==> config.mk <==
export PLATFORM = sky130hd
export DESIGN_NAME = ams_ctrl
export DESIGN_NICKNAME = d
export VERILOG_FILES = /design/src/hdl/ams_pkg.sv /design/src/hdl/ams_ctrl.sv
export SDC_FILE = /design/constraint.sdc
export NUM_CORES = 1
export LEC_CHECK = 0
export BUFFER_PORTS_ARGS = -buffer_cell sky130_fd_sc_hd__clkbuf_2
export CAP_MARGIN = 0
export CORE_AREA = 2 2 39 41
export CTS_CLUSTER_DIAMETER = 60
export DETAILED_ROUTE_END_ITERATION = 10
export DIE_AREA = 0 0 41 43
export GPL_TIMING_DRIVEN = 1
export PLACE_DENSITY = 0.54
export SKIP_CTS_REPAIR_TIMING = 1
export SYNTH_ARGS = -nofsm -noshare
export SYNTH_HDL_FRONTEND = slang
export SYNTH_SLANG_ARGS = --single-unit
==> constraint.sdc <==
create_clock -name clk -period 1.7 [get_ports clk]
set_input_delay 0.17 -clock clk [delete_from_list [all_inputs] [get_ports clk]]
set_output_delay 0.17 -clock clk [all_outputs]
set_load 0.1 [all_outputs]
==> src/hdl/ams_pkg.sv <==
`timescale 1ns / 1ps

package ams_pkg;

    typedef struct packed {
        logic [2:0]  kind;
        logic [4:0]  mach_id;
        logic [3:0]  mailbox_limit;
        logic [1:0]  lifecycle_value;
        logic [63:0] payload;
        logic [1:0]  finish_result;
        logic        upd_state;
        logic [63:0] new_state;
        logic [63:0] flt_code;
    } in_item_t;

    typedef struct packed {
        logic [2:0]  status;
        logic [2:0]  dead_reason;
        logic [4:0]  machine_out;
        logic [1:0]  lifecycle_out;
        logic [63:0] payload_out;
        logic [63:0] state_out;
        logic        fault_valid;
        logic [63:0] fault_code_out;
        logic [3:0]  mailbox_len_out;
        logic [4:0]  ready_len_out;
    } out_item_t;

    // controller -> datapath
    typedef struct packed {
        logic load;
        logic exec;
        logic take_rd;
        logic take_chk;
        logic take_data;
        logic resp;
    } ams_cmd_t;

    // datapath -> controller
    typedef struct packed {
        logic [2:0] kind;
        logic       inflight_busy;
        logic       ready_empty;
        logic       take_hit;
        logic       out_free;
    } ams_sts_t;

    localparam logic [2:0] KIND_SPAWN     = 3'd0;
    localparam logic [2:0] KIND_START     = 3'd1;
    localparam logic [2:0] KIND_SET_LC    = 3'd2;
    localparam logic [2:0] KIND_ENQUEUE   = 3'd3;
    localparam logic [2:0] KIND_TAKE      = 3'd4;
    localparam logic [2:0] KIND_FINISH    = 3'd5;
    localparam logic [2:0] KIND_SET_STATE = 3'd6;
    localparam logic [2:0] KIND_QUERY     = 3'd7;

    localparam logic [1:0] LC_CREATED = 2'd0;
    localparam logic [1:0] LC_RUNNING = 2'd1;
    localparam logic [1:0] LC_STOPPED = 2'd2;
    localparam logic [1:0] LC_FAULTED = 2'd3;

    localparam logic [2:0] ST_OK          = 3'd0;
    localparam logic [2:0] ST_UNKNOWN     = 3'd1;
    localparam logic [2:0] ST_NOT_RUNNING = 3'd2;
    localparam logic [2:0] ST_FULL        = 3'd3;
    localparam logic [2:0] ST_NONE_READY  = 3'd4;

    localparam logic [2:0] DR_NONE    = 3'd0;
    localparam logic [2:0] DR_UNKNOWN = 3'd1;
    localparam logic [2:0] DR_FAULTED = 3'd2;
    localparam logic [2:0] DR_STOPPED = 3'd3;
    localparam logic [2:0] DR_FULL    = 3'd4;

    localparam logic [1:0] FIN_OK    = 2'd0;
    localparam logic [1:0] FIN_STOP  = 2'd1;
    localparam logic [1:0] FIN_FAULT = 2'd2;

    // register word index (paddr[2])
    localparam logic REG_STOP_ON_FAULT = 1'b0;

endpackage

==> src/hdl/ams_ctrl.sv <==
`timescale 1ns / 1ps

module ams_ctrl (
    input  logic              clk,
    input  logic              rst_n,
    input  logic              in_valid,
    output logic              in_ready,
    input  ams_pkg::ams_sts_t sts,
    output ams_pkg::ams_cmd_t cmd
);

    import ams_pkg::*;

    typedef enum logic [5:0] {
        S_IDLE      = 6'b000001,
        S_EXEC      = 6'b000010,
        S_TAKE_RD   = 6'b000100,
        S_TAKE_CHK  = 6'b001000,
        S_TAKE_DATA = 6'b010000,
        S_RESP      = 6'b100000
    } state_t;

    state_t state_reg;
    state_t state_next;

    assign in_ready = (state_reg == S_IDLE);

    always_comb
    begin
        state_next = state_reg;
        cmd        = '0;
        case (state_reg)
            S_IDLE:
            begin
                cmd.load = in_valid;
                if (in_valid)
                begin
                    state_next = S_EXEC;
                end
            end
            S_EXEC:
            begin
                cmd.exec = 1'b1;
                if (sts.kind == KIND_TAKE && !sts.inflight_busy)
                begin
                    state_next = S_TAKE_RD;
                end
                else
                begin
                    state_next = S_RESP;
                end
            end
            S_TAKE_RD:
            begin
                cmd.take_rd = 1'b1;
                state_next  = sts.ready_empty ? S_RESP : S_TAKE_CHK;
            end
            S_TAKE_CHK:
            begin
                // stale entries loop back for the next pop
                cmd.take_chk = 1'b1;
                state_next   = sts.take_hit ? S_TAKE_DATA : S_TAKE_RD;
            end
            S_TAKE_DATA:
            begin
                cmd.take_data = 1'b1;
                state_next    = S_RESP;
            end
            S_RESP:
            begin
                cmd.resp = sts.out_free;
                if (sts.out_free)
                begin
                    state_next = S_IDLE;
                end
            end
            default:
            begin
                state_next = S_IDLE;
            end
        endcase
    end

    always_ff @(posedge clk or negedge rst_n)
    begin
        if (!rst_n)
        begin
            state_reg <= S_IDLE;
        end
        else
        begin
            state_reg <= state_next;
        end
    end

endmodule

# After elaboration in Yosys (flattened, before gate mapping)

Cells that the tools add are included.

Bits in registers: 6
Input port bits: 10

Reductions and logical operators: 3
Equality and inequality tests: 9
Mux-type cells: 12

Operators by type and width:

| kind                                                            | count |
|---|---|
| 6-bit case mux with 6 select lines                              | 1 |
| 6-bit two-way mux                                               | 4 |
| 6-bit by 1-bit == test with 1-bit output, second input constant | 1 |
| 6-bit by 2-bit == test with 1-bit output, second input constant | 1 |
| 6-bit by 3-bit == test with 1-bit output, second input constant | 1 |
| 6-bit by 4-bit == test with 1-bit output, second input constant | 1 |
| 6-bit by 5-bit == test with 1-bit output, second input constant | 1 |
| 6-bit == test, second input constant                            | 1 |
| 1-bit two-way mux                                               | 6 |
| 5-bit two-way mux                                               | 1 |
| 2-bit inequality test, second input constant                    | 2 |
| 3-bit == test, second input constant                            | 1 |
| 2-bit AND reduction                                             | 1 |
| 1-bit logical AND                                               | 1 |
| 1-bit zero test                                                 | 1 |

# Depth between registers and ports, before layout

Gate-level depths: netlist of the first run.

Word-level depth: 4
Gate-level depth with buffers: 3

# Least setup slack after synthesis of the first run

No wires, ideal clock.

Path kind: register -> output
Start point: register state_reg[4]
End point: output port cmd[5] in the netlist's numbering
Cell stages (with the launch flop): 4
Data required time: 1.530 ns
Arrival time: 3.138 ns
Path slack: -1.608 ns
Path through: dfrtp_1 -> or4_4 -> nor3b_2 -> and2_1

RTL lines:

| what                     | RTL line       | source |
|---|---|---|
| start: declaration       | ams_ctrl.sv:23 | `state_t state_reg;` |
| start signal: assignment | ams_ctrl.sv:92 | `state_reg <= state_next;` |
| end: declaration         | ams_ctrl.sv:9  | `output ams_pkg::ams_cmd_t cmd` |

==> flow_summary_export.csv, run 1 <==
group,metric,value,unit
outcome,status,"finished, violations left",
outcome,violations,"setup timing",
setup_path,slowest_delay,0.57,ns
setup_path,worst-setup-path-type,"reg2out",
floorplanning,ios,17,
detailed_routing,vias,407,
synth,synth_area,404,um2
power,peakVddDrop,820,uV
synth,seq_area_frac_synth,37.5,%
global_route,grt_pass1_vias,393,
timing,holdWs,0.0942,ns
detailed_routing,drtPass1Iterations,2,
synth,synthArstFlopShare,100,%
clocking,h-tree-depth,1,
timing,fin_crit_sh,111,%
timing,report.final.slew_viol_count,0,
timing,max_freq,531,MHz
power,p_comb_share,63.5,%
place,placed_area,674,um2
detailed_routing,drt_iter0_drc,2,
synth,synthesis.nets,46,
power,total_power,1.06,mW
power,sequentialPowerShare,22.9,%
hold_path,worstHoldPathType,"in2reg",
run,maxCapViolations,0,
timing,fin_skew,0.0129,ns
clocking,cts_sinks,6,
global_route,grt_use_total,13.5,%
clocking,cts_tree,"done",
setup_path,cp_max_fo,2,
setup_path,worst_ep_required_time,1.53,ns
global_route,grt_max_degree,9,
power,sw_frac_of_total,44.4,%
synth,synth-edff-count,0,
clocking,clock_latency,0.25,ns
layout,fin_area,768,um2
global_route,grt.overflow.total,0,
setup_path,cp.arrival,1.71,ns
timing,rsz0062_at_grt,"yes",
synth,yosys_warnings,0,
setup_path,cpMaxStageDelayCell,"or4_4",
setup_path,cp-start-kind,"flip-flop",
floorplanning,fp.dieW,41,um
layout,final_cell_mix,"clkbuf_2, buf_4, buf_12",
clocking,clockBufferDepth,2,
place,portBuffers,16,
floorplanning,core_area,1380,um2
place,dp_cells,75,
detailed_routing,wire_per_inst,11.9,um
detailed_routing,ant_nets,0,
layout,diodes,0,
timing,fin_ws,-0.182,ns
layout,largest_reg_flops,6,
clocking,clkTransAtPathRegs,0.06,ns
layout,stdcell_count,83,
power,internal_power,0.591,mW
detailed_routing,drc,0,
timing,slew_headroom,81.0,%
global_route,grt_pass1_wl,1620,um
floorplanning,dieArea,1760,um2
power,cellPowerDensity,1380,nW/um2
synth,synth_ff_type,"dfrtp_1",
place,place.gp.congestion,0.716,
power,p_leak,0.351,nW
setup_path,endpoint_kind,"primary output",
synth,synth.avg_cell_area,11.2,um2
detailed_routing,viasPerCell,4.90,
global_route,antenna_found_initial,0,
place,post-dp-hpwl,745,um
layout,syn_to_final_growth,90.1,%
synth,synth_seq_cells,6,
synth,synth_cell_type_count,23,
floorplanning,chipHeight,43,um
timing,fin_crit,1.88,ns
floorplanning,rows,14,
timing,setup_viol,3,
synth,synth_cells,36,
power,switchingPower,0.472,mW
detailed_routing,route.final.wire_length,991,um
clocking,cts_buffers,3,
floorplanning,start_util,29.2,%
timing,worstMarginPinSlew,0.281,ns
clocking,root_buffer,"clkbuf_4",
timing,hold_violations,0,
power,p_clk_share,13.7,%
layout,fin_nets,78,
setup_path,crit_chain,"or4_4 -> nor3b_4 -> and2_4 -> buf_12",
layout,layout-drive-gt1-share,64.2,%
[through the flow]
| stage | TNS, ns | utilization (%) | setup slack [ns] |
|---|---|---|---|
| after floorplan | -2.96 | - | -0.834 |
| after global placement | 0 | 48.7 | 0.0661 |
| after detailed placement | 0 | 48.7 | 0.0456 |
| after CTS | -0.715 | 50.6 | -0.209 |
| after global routing | -0.674 | 55.5 | -0.251 |
| final | -0.457 | 55.5 | -0.182 |
[routing by layer]
metal  up-vias  share of wire, %  track usage [%]
met5         -                 0                0
met4         0               1.9             8.00
met3         2               5.0             1.57
met2        14                54             21.9
met1       186                39             16.0
li1        205                 -                -
[final timing paths]
check | startpoint | end | slack (ns) | cells past startpoint
worst max-delay path | state_reg[4]$_DFFE_PN0P_ | cmd[5] | -0.18 | 4
worst min-delay path | sts[2] | state_reg[3]$_DFFE_PN0P_ | 0.09 | 2
worst max register to register | state_reg[4]$_DFFE_PN0P_ | state_reg[5]$_DFFE_PN0P_ | 0.06 | 5
worst min register to register | state_reg[2]$_DFFE_PN0P_ | state_reg[0]$_DFFE_PN1P_ | 0.73 | 3
max in group asynchronous | rst_n | state_reg[0]$_DFFE_PN1P_ | 1.17 | 2
min in group asynchronous | rst_n | state_reg[2]$_DFFE_PN0P_ | 0.29 | 2
[cell families after synthesis]
group	after synthesis	synth area share [%]
compound gates	4	8.67
buf+inv	1	0.928
xor+xnor	1	2.17
simple gates	24	50.8
flops	6	37.5
[cell usage after synthesis, drive strengths merged, types with 2 or more instances]
master  instances  area (um2)
nor4            2        12.5
dfrtp           5         125
nor3b           4        46.3
and2            4        25.0
nor4b           2        17.5
and3b           3        26.3
nor3            2        10.0
[power by group through the flow]
stage               clock network (mW)  registers (mW)  logic, mW
finish                           0.145           0.243      0.675
global route                     0.156           0.251      0.712
CTS                              0.149           0.222      0.637
detailed placement                   0           0.224      0.636
global placement                     0           0.224      0.634
floorplan                            0           0.225      0.394
[critical path, delay by kind of cell (launching register included)]
| family | cells | cell delay, ns |
|---|---|---|
| flops | 1 | 0.37 |
| simple gates | 3 | 0.94 |
| buf+inv | 1 | 0.16 |
[cell type report]
cell class,count,area [um2]
repair buffers,27,274
clock buffers,4,26.3
flip-flops and latches,6,153
inverters,1,3.75
multi-input cells,29,292
well taps,16,20.0
fillers,118,616
No activity file was read; power rests on OpenSTA's default activity.
==> run 2, diff against run 1 <==
- PLACE_DENSITY: 0.54 -> 0.56
- clock period: 1.7 -> 1.6 ns (I/O delays scaled with it)
==> run 2 against run 1 <==
The flow still finishes with violations (setup timing). Setup slack got worse by 0.10 ns. Global-route usage decreased by 0.48 points. Clock power increased by 3%. Clock skew decreased by 0.0063 ns. Cell area increased by 3.1%. Clock-buffer cell count unchanged. First-iteration DRC count unchanged. Utilization increased by 1.7 points. Sequential share of layout area decreased by 0.60 points. Critical path type unchanged. Largest cell class is now non-clock buffers.
==> flow_summary_export.csv, run 2 (synthesis results as in run 1) <==
group,metric,value,unit
global_route,antenna_found_initial,0,
outcome,violations,"setup timing",
run,maxCapViolations,0,
setup_path,r2r-end,"state_reg[2]$_DFFE_PN0P_",
layout,final_common_cell,"buf_4",
setup_path,r2r-start,"state_reg[2]$_DFFE_PN0P_",
setup_path,cp.buffers_inverters,1,
setup_path,r2r_slack,0.04,ns
detailed_routing,drtPass1Iterations,2,
layout,syn_to_final_growth,96.0,%
setup_path,cp-start-kind,"flip-flop",
power,cellPowerDensity,1500,nW/um2
floorplanning,rows,14,
detailed_routing,drc,0,
place,portBuffers,16,
setup_path,worst_ep_required_time,1.44,ns
clocking,clkTransAtPathRegs,0.05,ns
detailed_routing,drt_iter0_drc,2,
timing,tns,-0.942,ns
floorplanning,start_util,29.2,%
timing,slew_headroom,80.1,%
layout,post-route-util,57.2,%
power,sequentialPowerShare,20.9,%
place,post-dp-hpwl,771,um
clocking,root_buffer,"clkbuf_4",
global_route,grt_use_total,13.0,%
timing,fin_crit,1.88,ns
layout,fin_area,792,um2
timing,rsz0062_at_grt,"yes",
detailed_routing,ant_nets,0,
floorplanning,dieArea,1760,um2
hold_path,worstHoldPathType,"in2reg",
setup_path,cp_max_fo,2,
setup_path,reg2regPathDepth,4,
timing,fin_crit_sh,118,%
power,peakVddDrop,1080,uV
setup_path,critPathTopFamily,"simple AND/OR/NAND/NOR gates",
place,place.gp.congestion,0.697,
hold_path,holdPathStages,2,
detailed_routing,vias,431,
power,p_leak,0.367,nW
layout,layout-drive-gt1-share,65.7,%
power,p_clk_share,12.6,%
timing,fin_skew,0.00656,ns
hold_path,min_from,"sts[2]",
detailed_routing,viasPerCell,5.01,
setup_path,cpMaxStageDelayCell,"or4_4",
clocking,cts_sinks,6,
hold_path,min_to,"state_reg[3]$_DFFE_PN0P_",
timing,hold_violations,0,
place,pre_cts_ws,-0.0527,ns
power,switchingPower,0.517,mW
timing,fin_ws,-0.283,ns
clocking,cts_tree,"done",
clocking,cts_buffers,3,
timing,worstMarginPinSlew,0.294,ns
setup_path,cp.arrival,1.72,ns
global_route,grt.overflow.total,0,
setup_path,slowest_delay,0.58,ns
setup_path,crit_chain,"or4_4 -> nor3b_4 -> and2_4 -> buf_12",
layout,final_cell_mix,"buf_4, clkbuf_2, buf_12",
layout,fin_nets,81,
clocking,h-tree-depth,1,
floorplanning,fp.dieW,41,um
timing,report.final.slew_viol_count,0,
layout,nFillCells,120,
setup_path,endpoint_kind,"primary output",
setup_path,worst-setup-path-type,"reg2out",
power,sw_frac_of_total,43.6,%
floorplanning,chipHeight,43,um
power,internal_power,0.670,mW
global_route,grt_max_degree,9,
detailed_routing,wire_per_inst,11.9,um
clocking,clockBufferDepth,2,
outcome,status,"finished, violations left",
timing,holdWs,0.0828,ns
place,placed_area,691,um2
timing,setup_viol,6,
detailed_routing,route.final.wire_length,1030,um
global_route,grt_pass1_wl,1610,um
power,p_comb_share,66.5,%
layout,largest_reg_flops,6,
clocking,clock_latency,0.24,ns
floorplanning,core_area,1380,um2
layout,diodes,0,
global_route,grt_pass1_vias,413,
floorplanning,ios,17,
timing,max_freq,531,MHz
run 2: cell types whose count changed in the layout (fill, tap and decap cells not counted):
cell / delta
and2_2: -1
buf_4: +3
and2_4: +1
run 2: how the worst max path moves through the flow:
stage / start / endpoint / slack (ns) / cells past startpoint
2_1_floorplan: state_reg[4]$_DFFE_PN0P_ / cmd[5] / -0.92 / 3
3_3_place_gp: state_reg[4]$_DFFE_PN0P_ / cmd[5] / -0.02 / 4
3_5_place_dp: state_reg[4]$_DFFE_PN0P_ / cmd[5] / -0.05 / 4
4_1_cts: state_reg[4]$_DFFE_PN0P_ / cmd[5] / -0.31 / 4
5_1_grt: state_reg[2]$_DFFE_PN0P_ / cmd[5] / -0.34 / 4
6_report: state_reg[2]$_DFFE_PN0P_ / cmd[5] / -0.28 / 4
run 2: worst register-to-register path, delay by kind of cell, from the launching register on:
family	cells	cell delay [ns]
buf+inv	1	0.16
simple gates	2	0.85
compound gates	1	0.12
flops	1	0.38
run 2: power by group through the flow:
stage	Clock, mW	Sequential, mW	Combinational, mW
2_1_floorplan	0	0.239	0.419
3_3_place_gp	0	0.230	0.712
3_5_place_dp	0	0.229	0.715
4_1_cts	0.154	0.227	0.718
5_1_grt	0.164	0.256	0.828
6_report	0.150	0.248	0.789
run 2: cell type report:
type	instances	area, um2	share of cell area, %
Timing Repair Buffer	30	297	37.4
Multi-Input combinational cell	29	293	37.0
Sequential cell	6	153	19.3
Clock buffer	4	26.3	3.32
Tap cell	16	20.0	2.53
Inverter	1	3.75	0.474
run 2: per-stage QoR:
step           std cells  total power [mW]
5_1_grt               86              1.25
3_5_place_dp          77             0.945
4_1_cts               81              1.10
6_report              86              1.19
2_1_floorplan         36             0.658
3_3_place_gp          77             0.942
run 2: per-layer routing:
metal	part of all wire [%]	vias up	GRT usage [%]
met5	0	-	0
met4	0	0	4.00
met3	4.2	0	1.57
met2	54	12	22.2
met1	41	202	16.1
li1	-	217	-
